$ cat src/rtl/gat_pkg.sv
// shared types, constants and codes for the graph traversal engine
package gat_pkg;

    localparam int NODE_COUNT = 16;
    localparam int NODE_W     = 4;
    localparam int PTR_W      = NODE_W + 1;

    // command codes
    localparam logic [2:0] CMD_ADD_NODE    = 3'd0;
    localparam logic [2:0] CMD_REMOVE_NODE = 3'd1;
    localparam logic [2:0] CMD_ADD_EDGE    = 3'd2;
    localparam logic [2:0] CMD_REMOVE_EDGE = 3'd3;
    localparam logic [2:0] CMD_CLEAR       = 3'd4;
    localparam logic [2:0] CMD_CLEAR_EDGES = 3'd5;
    localparam logic [2:0] CMD_BFS         = 3'd6;
    localparam logic [2:0] CMD_DFS         = 3'd7;

    // status codes
    localparam logic [2:0] ST_NONE         = 3'd0;
    localparam logic [2:0] ST_NOT_FOUND    = 3'd1;
    localparam logic [2:0] ST_EXISTS       = 3'd2;
    localparam logic [2:0] ST_ADJACENT     = 3'd3;
    localparam logic [2:0] ST_NOT_ADJACENT = 3'd4;

    typedef logic [NODE_W-1:0] node_id_t;

    typedef struct packed {
        logic [2:0] command;
        node_id_t   node_a;
        node_id_t   node_b;
    } in_word_t;

    typedef struct packed {
        logic [2:0] status;
        node_id_t   visited_node;
        logic       last;
    } out_word_t;

    // edit request from the sequencer to the graph store
    typedef struct packed {
        logic       en;
        logic [2:0] command;
        node_id_t   node_a;
        node_id_t   node_b;
    } edit_req_t;

endpackage

$ cat src/rtl/gat_graph.sv
// node-present bitmap and adjacency matrix with edit logic and row read
module gat_graph (
    input  logic                             aclk,
    input  logic                             aresetn,
    input  gat_pkg::edit_req_t               edit,
    input  gat_pkg::node_id_t                row_addr,
    output logic [gat_pkg::NODE_COUNT-1:0]   row_data,
    output logic [gat_pkg::NODE_COUNT-1:0]   present,
    output logic [2:0]                       edit_status
);
    import gat_pkg::*;

    logic [NODE_COUNT-1:0] present_reg;
    logic [NODE_COUNT-1:0] adj_reg [NODE_COUNT];
    logic                  adj_bit;

    assign present  = present_reg;
    assign row_data = adj_reg[row_addr];
    assign adj_bit  = adj_reg[edit.node_a][edit.node_b];

    // status of an edit against the current graph
    always_comb begin
        edit_status = ST_NONE;
        case (edit.command)
            CMD_ADD_NODE: begin
                if (present_reg[edit.node_a]) edit_status = ST_EXISTS;
            end
            CMD_REMOVE_NODE: begin
                if (!present_reg[edit.node_a]) edit_status = ST_NOT_FOUND;
            end
            CMD_ADD_EDGE, CMD_REMOVE_EDGE: begin
                if (!present_reg[edit.node_a] || !present_reg[edit.node_b]) begin
                    edit_status = ST_NOT_FOUND;
                end else if (edit.command == CMD_ADD_EDGE) begin
                    if (adj_bit) edit_status = ST_ADJACENT;
                end else begin
                    if (!adj_bit) edit_status = ST_NOT_ADJACENT;
                end
            end
            default: edit_status = ST_NONE;
        endcase
    end

    // apply an edit that succeeded
    always_ff @(posedge aclk) begin
        if (!aresetn) begin
            present_reg <= '0;
            for (int i = 0; i < NODE_COUNT; i++) adj_reg[i] <= '0;
        end else if (edit.en && edit_status == ST_NONE) begin
            case (edit.command)
                CMD_ADD_NODE: begin
                    present_reg[edit.node_a] <= 1'b1;
                end
                CMD_REMOVE_NODE: begin
                    present_reg[edit.node_a] <= 1'b0;
                    for (int i = 0; i < NODE_COUNT; i++) begin
                        if (NODE_W'(i) == edit.node_a) adj_reg[i] <= '0;
                        else adj_reg[i][edit.node_a] <= 1'b0;
                    end
                end
                CMD_ADD_EDGE: begin
                    adj_reg[edit.node_a][edit.node_b] <= 1'b1;
                    adj_reg[edit.node_b][edit.node_a] <= 1'b1;
                end
                CMD_REMOVE_EDGE: begin
                    adj_reg[edit.node_a][edit.node_b] <= 1'b0;
                    adj_reg[edit.node_b][edit.node_a] <= 1'b0;
                end
                CMD_CLEAR: begin
                    present_reg <= '0;
                    for (int i = 0; i < NODE_COUNT; i++) adj_reg[i] <= '0;
                end
                CMD_CLEAR_EDGES: begin
                    for (int i = 0; i < NODE_COUNT; i++) adj_reg[i] <= '0;
                end
                default: begin
                end
            endcase
        end
    end

endmodule

$ cat src/rtl/gat_pick.sv
// neighbor scan unit: holds a candidate mask and yields its lowest id each cycle
module gat_pick (
    input  logic                             aclk,
    input  logic                             load,
    input  logic [gat_pkg::NODE_COUNT-1:0]   load_mask,
    input  logic                             take,
    output logic                             any,
    output gat_pkg::node_id_t                idx
);
    import gat_pkg::*;

    logic [NODE_COUNT-1:0] mask_reg;
    logic [NODE_COUNT-1:0] mask_next;

    // lowest set bit wins
    always_comb begin
        idx = '0;
        for (int i = NODE_COUNT - 1; i >= 0; i--) begin
            if (mask_reg[i]) idx = NODE_W'(i);
        end
    end

    assign any = |mask_reg;

    always_comb begin
        mask_next = mask_reg;
        if (load) mask_next = load_mask;
        else if (take) mask_next = mask_reg & ~(NODE_COUNT'(1) << idx);
    end

    always_ff @(posedge aclk) begin
        mask_reg <= mask_next;
    end

endmodule

$ cat src/rtl/graph_adjacency_traversal_engine_unit.sv
// top level: command sequencer, walk queue/stack and output register
// Edits: one result word, registered in the cycle after acceptance; one command per cycle
// while the receiver keeps up.
// Walks: for each visited node the sequencer passes through S_POP, stays in S_SCAN while it pushes
// each unvisited neighbor and leaves it when the row is done, then enters S_EMIT, which a receiver
// stall can hold. Not ready while a walk runs or while the output word is held.
// aresetn (synchronous, active low) empties the graph and returns the sequencer to idle.
module graph_adjacency_traversal_engine_unit (
    input  logic                aclk,
    input  logic                aresetn,
    input  logic                s_valid,
    output logic                s_ready,
    input  gat_pkg::in_word_t   s_word,
    output logic                m_valid,
    input  logic                m_ready,
    output gat_pkg::out_word_t  m_word
);
    import gat_pkg::*;

    localparam logic [1:0] S_IDLE = 2'd0;
    localparam logic [1:0] S_POP  = 2'd1;
    localparam logic [1:0] S_SCAN = 2'd2;
    localparam logic [1:0] S_EMIT = 2'd3;

    logic [1:0]            state_reg, state_next;
    logic                  stack_reg, stack_next;
    logic [PTR_W-1:0]      front_reg, front_next;
    logic [PTR_W-1:0]      back_reg, back_next;
    logic [NODE_COUNT-1:0] visited_reg, visited_next;
    node_id_t              cur_reg, cur_next;
    node_id_t              pend_reg [NODE_COUNT];
    logic                  m_valid_reg, m_valid_next;
    out_word_t             m_word_reg, m_word_next;

    logic                  accept;
    logic                  out_free;
    logic                  is_walk;
    logic                  push;
    logic                  empty;
    logic [PTR_W-1:0]      pop_addr;
    node_id_t              pop_node;
    edit_req_t             edit;
    logic [NODE_COUNT-1:0] row_data;
    logic [NODE_COUNT-1:0] present;
    logic [2:0]            edit_status;
    logic                  pick_any;
    node_id_t              pick_idx;

    assign out_free = !m_valid_reg || m_ready;
    assign s_ready  = (state_reg == S_IDLE) && out_free;
    assign accept   = s_valid && s_ready;
    assign m_valid  = m_valid_reg;
    assign m_word   = m_word_reg;

    always_comb begin
        case (s_word.command)
            CMD_BFS, CMD_DFS: is_walk = 1'b1;
            default:          is_walk = 1'b0;
        endcase
    end

    assign edit.en      = accept && !is_walk;
    assign edit.command = s_word.command;
    assign edit.node_a  = s_word.node_a;
    assign edit.node_b  = s_word.node_b;

    // queue pops at the front, stack at the top
    assign pop_addr = stack_reg ? (back_reg - 1'b1) : front_reg;
    assign pop_node = pend_reg[pop_addr[NODE_W-1:0]];
    assign empty    = stack_reg ? (back_reg == '0) : (front_reg == back_reg);
    assign push     = (state_reg == S_SCAN) && pick_any;

    gat_graph u_graph (
        .aclk        (aclk),
        .aresetn     (aresetn),
        .edit        (edit),
        .row_addr    (pop_node),
        .row_data    (row_data),
        .present     (present),
        .edit_status (edit_status)
    );

    gat_pick u_pick (
        .aclk      (aclk),
        .load      (state_reg == S_POP),
        .load_mask (row_data & ~visited_reg),
        .take      (push),
        .any       (pick_any),
        .idx       (pick_idx)
    );

    // sequencer
    always_comb begin
        state_next   = state_reg;
        stack_next   = stack_reg;
        front_next   = front_reg;
        back_next    = back_reg;
        visited_next = visited_reg;
        cur_next     = cur_reg;
        m_valid_next = m_valid_reg && !m_ready;
        m_word_next  = m_word_reg;
        case (state_reg)
            S_IDLE: begin
                if (accept) begin
                    if (!is_walk) begin
                        m_valid_next = 1'b1;
                        m_word_next  = '{status: edit_status, visited_node: '0, last: 1'b1};
                    end else if (!present[s_word.node_a]) begin
                        m_valid_next = 1'b1;
                        m_word_next  = '{status: ST_NOT_FOUND, visited_node: '0, last: 1'b1};
                    end else begin
                        stack_next   = (s_word.command == CMD_DFS);
                        front_next   = '0;
                        back_next    = PTR_W'(1);
                        visited_next = NODE_COUNT'(1) << s_word.node_a;
                        state_next   = S_POP;
                    end
                end
            end
            S_POP: begin
                cur_next = pop_node;
                if (stack_reg) back_next = back_reg - 1'b1;
                else front_next = front_reg + 1'b1;
                state_next = S_SCAN;
            end
            S_SCAN: begin
                if (pick_any) begin
                    back_next    = back_reg + 1'b1;
                    visited_next = visited_reg | (NODE_COUNT'(1) << pick_idx);
                end else begin
                    state_next = S_EMIT;
                end
            end
            S_EMIT: begin
                if (out_free) begin
                    m_valid_next = 1'b1;
                    m_word_next  = '{status: ST_NONE, visited_node: cur_reg, last: empty};
                    state_next   = empty ? S_IDLE : S_POP;
                end
            end
            default: state_next = S_IDLE;
        endcase
    end

    // control registers
    always_ff @(posedge aclk) begin
        if (!aresetn) begin
            state_reg   <= S_IDLE;
            m_valid_reg <= 1'b0;
            front_reg   <= '0;
            back_reg    <= '0;
            visited_reg <= '0;
            stack_reg   <= 1'b0;
        end else begin
            state_reg   <= state_next;
            m_valid_reg <= m_valid_next;
            front_reg   <= front_next;
            back_reg    <= back_next;
            visited_reg <= visited_next;
            stack_reg   <= stack_next;
        end
    end

    // payload registers and pending-node store
    always_ff @(posedge aclk) begin
        cur_reg    <= cur_next;
        m_word_reg <= m_word_next;
        if (accept && is_walk) pend_reg[0] <= s_word.node_a;
        else if (push) pend_reg[back_reg[NODE_W-1:0]] <= pick_idx;
    end

endmodule
$ cat config.mk
export PLATFORM = sky130hd
export DESIGN_NAME = graph_adjacency_traversal_engine_unit
export DESIGN_NICKNAME = d
export VERILOG_FILES = /design/src/rtl/gat_pkg.sv /design/src/rtl/gat_graph.sv /design/src/rtl/gat_pick.sv /design/src/rtl/graph_adjacency_traversal_engine_unit.sv
export SDC_FILE = /design/constraint.sdc
export NUM_CORES = 1
export LEC_CHECK = 0
export ABC_AREA = 1
export BUFFER_PORTS_ARGS = -buffer_cell sky130_fd_sc_hd__buf_2
export CAP_MARGIN = 20
export CORE_UTILIZATION = 35
export DETAILED_ROUTE_END_ITERATION = 16
export PLACE_DENSITY = 0.6
export SETUP_SLACK_MARGIN = 0.1
export SLEW_MARGIN = 20
export SYNTH_ARGS = -nofsm -noshare
export SYNTH_HDL_FRONTEND = slang
export SYNTH_SLANG_ARGS = --single-unit
$ cat constraint.sdc
create_clock -name aclk -period 6.8 [get_ports aclk]
set_input_delay 0.68 -clock aclk [delete_from_list [all_inputs] [get_ports aclk]]
set_output_delay 0.68 -clock aclk [all_outputs]
set_load 0.05 [all_outputs]
==> key figures, run 1 <==
STA
  – F_max: roughly 190 MHz
  – Final Hold Vio Count: 0
  – Slew HR: between 20% and 30%
  – Endpoints failing setup: 0
  – Post-route minimum period: approximately 5300 ps
  – Part of the cycle the worst path needs: 78.03%
  – Final Skew: between 40 and 50 ps
  – Unrepaired setup endpoints after global routing: no
  – Final max-slew violation count: 0
  – Final WS setup: between 1000 and 1500 ps
  – Setup TNS Final: 0 ps
  – Worst-Margin Slew: 1099 ps

Pwr
  – LEAKAGE: between 10 and 15 nW
  – Sequential Power Share: around two fifths
  – Pint: about 0.0048 W
  – Combinational share of power: a little over a quarter
  – Switching fraction of total power: a little over a third
  – Clock power share: about a third
  – PD cells: 266.9 nW/um^2
  – Switch Pwr: 0.002783 W
  – Max IR drop VDD: between 150 and 200 uV

Detailed routing
  – TritonRoute pass-1 iters: 13
  – Initial drt markers: approximately 4,200
  – Vias per inst: just under 6
  – WL met1: 42.42 mm
  – Met3 wire length: 13.60 mm
  – Met2 Wirelength: approximately 47 mm
  – Via count: 26,900
  – Antenna Violating Nets Remaining: 0
  – Total Routed Length: roughly 110 mm
  – WL/cell: ~24 um
  – Top routing layer in use: met5
  – Residual DRC: 0

Placement
  – Post-DP HPWL: 76.86 mm
  – PortBufs: 24
  – Gpl congestion: around 1.0
  – Cell Area, Placed: approximately 27,000 sq um
  – Worst slack at placement: approximately 1400 ps
  – DP Cell Count: around 4,500

GRT
  – Largest net degree at the start of global routing: between 70 and 80
  – Total Routing Usage GR: between 20% and 30%
  – Initial antenna violation count: 5
  – First-pass GRT wire length: between 150 and 200 mm
  – Vias in the first global route: approximately 24,000
  – Grt ovf: 0

Yosys
  – Syn Inst Count: 3,627
  – Synthesis-stage register bit count: around 390
  – Mapped Avg Cell Area: ~7.1 sq um
  – Main area contributors after synthesis: edfxtp_1 41%, nand2_1 16%, nand3_1 9.2%
  – Syn. warnings: 0
  – Syn_nets: approximately 3,700
  – Leading area contributor after synthesis: edfxtp_1
  – Synth unique cells: 40
  – Sequential area share after synthesis: 44.09%
  – Post-synth design cell area: 25,790 sq um
  – Area share of the largest cell type after synthesis: between 40% and 50%

Die
  – Full die area: roughly 75,000 sq um
  – # rows: ~100
  – Floorplan core area: between 70,000 and 80,000 sq um
  – Initial Utilization: between 30 and 40%
  – Die height: around 270 um
  – Number of top-level pins: 25
  – Die W: roughly 270 um

Clock network
  – Clock-pin slew on the worst setup and hold paths: 60 ps
  – CTS buffer count: between 40 and 50
  – Clock Latency Late Sink: roughly 630 ps
  – CTS tree: yes
  – # resized after CTS: 0
  – CTS Buffer Depth: 3
  – Clk sinks: a little under 400
  – CTS root buf: clkbuf_16
  – H-tree Lvls: 2
  – Postcts setup bufs: 0
  – Hold buffers post-CTS: 0

Layout
  – Max reg flops: 256
  – Layout Nets: roughly 3,600
  – P&R area growth vs syn: 10.73%
  – Antenna cells: 0
  – Final cell count without fillers: around 4,600
  – Fraction of layout cells with a size suffix above 1: 6.375%
  – Final Cell Area: between 20,000 and 30,000 sq um

Hold path
  – Worst Hold Class: reg -> reg

Flow run
  – Max-Cap Viols: 0

Setup path
  – Crit path required time: between 7000 and 8000 ps
  – CP Launch Type: flop
  – CP max FO: 57
  – Setup crit end kind: flop
  – Worst EP arrival: between 5000 and 6000 ps
  – Setup CP Type: reg -> reg

Status
  – Status: complete, no violations
[final timing paths]
kind | endpoint | slack (ps) | from | depth (start not counted)
worst max-delay path | u_pick.mask_reg[2]$_DFFE_PP_ | 1490 | back_reg[0]$_SDFFE_PN0P_ | 15
worst min-delay path | u_graph.present[9]$_SDFFE_PN0P_ | 500 | u_graph.present[9]$_SDFFE_PN0P_ | 2
worst max register to register | u_pick.mask_reg[2]$_DFFE_PP_ | 1490 | back_reg[0]$_SDFFE_PN0P_ | 15
worst min register to register | u_graph.present[9]$_SDFFE_PN0P_ | 500 | u_graph.present[9]$_SDFFE_PN0P_ | 2
[routing by layer]
layer  up-vias  track usage, %
met2      1861           43.27
met1     12440           37.82
met4         8           15.91
li1      12210               -
met3       389           6.412
met5         -               0
[layout by cell type (no fill, tap or decap), drive strengths merged, types with 46 or more instances in the layout]
cell type,n
edfxtp,348
o21ai,244
dfxtp,46
nand4,152
nand2,1110
inv,324
buf,108
nor2,319
clkbuf,65
a21oi,259
nand3,472
[cells by family after synthesis]
group,share of synthesized area [%]
DFF,44.09
adders and majority gates,0.4366
buffers and inverters,8.456
xor gates and xnor gates,0.06793
AOI/OAI and AO/OA,12.21
and+or+nand+nor,34.75
[worst max-delay path, cell delays in order (launching register included)]
cell	delay (ps)
dfxtp_1	480
inv_1	220
ha_1	280
xor2_1	160
a21boi_1	490
inv_1	310
o211ai_1	260
nand3_4	500
nand2_4	660
buf_4	600
nand2_1	100
nand3_1	90
nand3_1	250
nand3_1	290
nand3_1	140
o21ai_0	180
[Yosys cell counts]
cell	number
nand2_1	1108
nand3_1	472
edfxtp_1	348
inv_1	311
nor2_1	302
a21oi_1	259
o21ai_0	231
nand4_1	151
clkbuf_1	118
buf_2	78
dfxtp_1	46
o211ai_1	36
nor3_1	30
buf_1	14
o21ai_1	13
inv_2	12
clkinv_1	11
nor2_2	10
o221ai_1	10
ha_1	9
o21bai_1	8
a211oi_1	7
a22oi_1	6
nor2_4	6
a31oi_1	4
buf_4	4
o22ai_1	4
nor4_1	3
a221oi_1	2
nand2_4	2
o31ai_1	2
xor2_1	2
a21boi_0	1
a21boi_1	1
a311oi_1	1
buf_6	1
nand4_2	1
nor2_8	1
nor3b_1	1
o311ai_0	1
[power by group through the flow]
| stage | registers [W] | clock network [W] | logic (W) |
|---|---|---|---|
| after global placement | 0.00296 | 0 | 0.00198 |
| after global routing | 0.00292 | 0.00273 | 0.00219 |
| after CTS | 0.00291 | 0.00265 | 0.00199 |
| after floorplan | 0.00297 | 0 | 0.00119 |
| after detailed placement | 0.00296 | 0 | 0.00199 |
| final | 0.00291 | 0.00264 | 0.00207 |
[layout make-up]
| type | instances | area, sq um |
|---|---|---|
| fillers | 7609 | 44400 |
| multi-input cells | 2684 | 12340 |
| flip-flops and latches | 394 | 11370 |
| clock buffers | 65 | 1284 |
| inverters | 334 | 1254 |
| well taps | 959 | 1200 |
| repair buffers | 108 | 825.8 |
| clock inverters | 23 | 279.0 |
[metrics by stage]
| step | total power (W) | utilization [%] | hold WS (ps) |
|---|---|---|---|
| floorplan | 0.004160 | - | 441.6 |
| global placement | 0.004939 | 36.98 | 484.1 |
| detailed placement | 0.004943 | 36.98 | 487.2 |
| CTS | 0.007551 | 39.13 | 480.3 |
| global route | 0.007841 | 39.14 | 503.1 |
| finish | 0.007622 | 39.14 | 499.9 |
(Power assumes the default switching activity.)
==> run 2: changes to the inputs <==
- PLACE_DENSITY: 0.6 -> 0.62
- clock period: 6.8 -> 4.34 ns (I/O delays scaled with it)
==> key figures, run 2 (synthesis gave the netlist of run 1 again) <==
Layout
  – P&R area growth vs syn: 14.98% (was 10.73%)
  – Post-layout util: 40.65% (was 39.14%)
  – Final Cell Area: 29,650 sq um (was 28,560 sq um)
  – Antenna cells: 0 (unchanged)
  – Fraction of layout cells with a size suffix above 1: 9.233% (was 6.375%)
  – Most frequent cells in the layout: 1,105 x nand2_1, 471 x nand3_1, 348 x edfxtp_1, 311 x inv_1, 291 x nor2_1 (was 1,105 x nand2_1, 471 x nand3_1, 348 x edfxtp_1, 311 x inv_1, 287 x nor2_1)
  – Layout Nets: 3,702 (was 3,593)
  – Commonest non-fill, non-tap cell in the layout: nand2_1 (unchanged)
  – Max reg flops: 256 (unchanged)

Detailed routing
  – Via count: 27,270 (was 26,900)
  – WL/cell: 23.81 um (was 24.02 um)
  – Antenna Violating Nets Remaining: 0 (unchanged)
  – Vias per inst: 5.834 (was 5.890)
  – Residual DRC: 0 (unchanged)
  – TritonRoute pass-1 iters: 7 (was 13)
  – Total Routed Length: 111.3 mm (was 109.7 mm)
  – Initial drt markers: 4,081 (was 4,230)

Placement
  – Worst slack at placement: 291.1 ps (was 1393 ps)
  – Post-DP HPWL: 80.09 mm (was 76.86 mm)
  – Cell Area, Placed: 28,040 sq um (was 26,980 sq um)
  – PortBufs: 24 (unchanged)
  – Gpl congestion: 1.046 (was 1.027)

GRT
  – First-pass GRT wire length: 160.9 mm (was 158.9 mm)
  – Grt ovf: 0 (unchanged)
  – Initial antenna violation count: 4 (was 5)
  – Vias in the first global route: 24,790 (was 24,150)
  – Largest net degree at the start of global routing: 90 (was 76)
  – Total Routing Usage GR: 29.24% (was 28.66%)

STA
  – Setup TNS Final: 0 ps (unchanged)
  – Final Hold Vio Count: 0 (unchanged)
  – Final WS setup: 522.7 ps (was 1494 ps)
  – Final max-slew violation count: 0 (unchanged)
  – Part of the cycle the worst path needs: 87.96% (was 78.03%)
  – Unrepaired setup endpoints after global routing: no (unchanged)
  – Post-route minimum period: 3817 ps (was 5306 ps)
  – Endpoints failing setup: 0 (unchanged)
  – Slew HR: 28.86% (was 26.44%)
  – Final Skew: 35.42 ps (was 44.27 ps)
  – Worst-Margin Slew: 1067 ps (was 1099 ps)
  – F_max: 262.0 MHz (was 188.5 MHz)

Setup path
  – Setup crit end kind: flop (unchanged)
  – Setup CP Type: reg -> reg (unchanged)
  – Most used cell, CP: nand3_1 (unchanged)
  – CP max FO: 32 (was 57)
  – CP Launch Type: flop (unchanged)
  – Worst-case reg-to-reg path depth: 16 (was 15)
  – Worst EP arrival: 4160 ps (was 5760 ps)
  – WP buf/inv: 4 (was 3)
  – Largest stage delay, worst path: 470 ps (was 660 ps)
  – Critical-path top delay cell: inv_1 (was nand2_4)
  – WP depth: 16 (was 15)
  – Crit path required time: 4680 ps (was 7260 ps)
  – CP cell instances: clkinv_1 -> ha_1 -> o21ai_2 -> buf_12 -> nor2_1 -> o21ai_0 -> o21ai_0 -> o211ai_1 -> nand2_4 -> inv_1 -> buf_12 -> nand3_1 -> nand3_1 -> nand3_1 -> nand3_1 -> o21ai_0 (was inv_1 -> ha_1 -> xor2_1 -> a21boi_1 -> inv_1 -> o211ai_1 -> nand3_4 -> nand2_4 -> buf_4 -> nand2_1 -> nand3_1 -> nand3_1 -> nand3_1 -> nand3_1 -> o21ai_0)
  – Worst path top cell family by delay: buffers and inverters (was simple AND/OR/NAND/NOR gates)
  – Reg-to-reg slack, setup: 520 ps (was 1490 ps)

Die
  – Die height: 273.5 um (unchanged)
  – Full die area: 74,780 sq um (unchanged)
  – Number of top-level pins: 25 (unchanged)
  – Floorplan core area: 72,960 sq um (unchanged)
  – Die W: 273.5 um (unchanged)
  – # rows: 99 (unchanged)
  – Initial Utilization: 35.35% (unchanged)

Status
  – Status: complete, no violations (unchanged)

Clock network
  – CTS Buffer Depth: 3 (unchanged)
  – CTS root buf: clkbuf_16 (unchanged)
  – H-tree Lvls: 2 (unchanged)
  – Clock Latency Late Sink: 620 ps (was 630 ps)
  – Clock-pin slew on the worst setup and hold paths: 60 ps (about the same)
  – Clk sinks: 394 (unchanged)
  – CTS tree: yes (unchanged)
  – Hold buffers post-CTS: 0 (unchanged)
  – Postcts setup bufs: 0 (unchanged)
  – CTS buffer count: 46 (was 47)
  – # resized after CTS: 0 (unchanged)

Hold path
  – Worst hold stages: 4 (was 2)
  – Worst Hold Class: in -> reg (was reg -> reg)

Pwr
  – PD cells: 408.6 nW/um^2 (was 266.9 nW/um^2)
  – LEAKAGE: 13.10 nW (was 12.46 nW)
  – Max IR drop VDD: 329.9 uV (was 197.6 uV)
  – Total Power: 0.01212 W (was 0.007622 W)

Flow run
  – Max-Cap Viols: 0 (unchanged)
run 2: cell count changes in the layout (fill, tap and decap cells not counted), moves of 4 or more:
cell	previous run	this run
buf_12	5	25
buf_4	79	169
clkbuf_1	14	5
nor2_1	287	291
run 2: layout make-up:
cell class              instances  area, sq um
inverters                     334         1254
multi-input cells            2684        12330
flip-flops and latches        394        11370
clock buffers                  53         1197
well taps                     959         1200
clock inverters                32        401.6
repair buffers                218         1902
fillers                      7510        43300
run 2: worst paths after layout:
path	from	end
worst max register to register	back_reg[1]$_SDFFE_PN0P_	u_pick.mask_reg[7]$_DFFE_PP_
worst min-delay path	m_ready	m_valid$_SDFF_PN0_
worst max-delay path	back_reg[1]$_SDFFE_PN0P_	u_pick.mask_reg[7]$_DFFE_PP_
worst min register to register	u_graph.present[2]$_SDFFE_PN0P_	u_graph.present[2]$_SDFFE_PN0P_
run 2: per-layer routing:
metal  up-vias  track usage [%]  wire length [um]
met5         -                0                22
met4         4            18.16              7933
met3       404            6.772             13900
met2      1829            44.75             47640
met1     12610            37.22             41770
li1      12420                -                 -
run 2: power by group:
group          total, W  internal [W]  switching, W
combinational   0.00333      0.000893       0.00244
clock           0.00422       0.00247       0.00175
sequential      0.00457       0.00440      0.000163
run 2: worst min-delay path, delay by kind of cell:
kind,cells,cell delay [ps]
AOI/OAI and AO/OA,2,240
buffers and inverters,1,70
and+or+nand+nor,1,100
run 2: per-stage QoR:
| step | instances | hold WS, ps |
|---|---|---|
| finish | 4674 | 294.5 |
| global route | 4674 | 306.0 |
| CTS | 4673 | 254.6 |
| detailed placement | 4588 | 490.0 |
| global placement | 4588 | 478.9 |
| floorplan | 3627 | 441.6 |
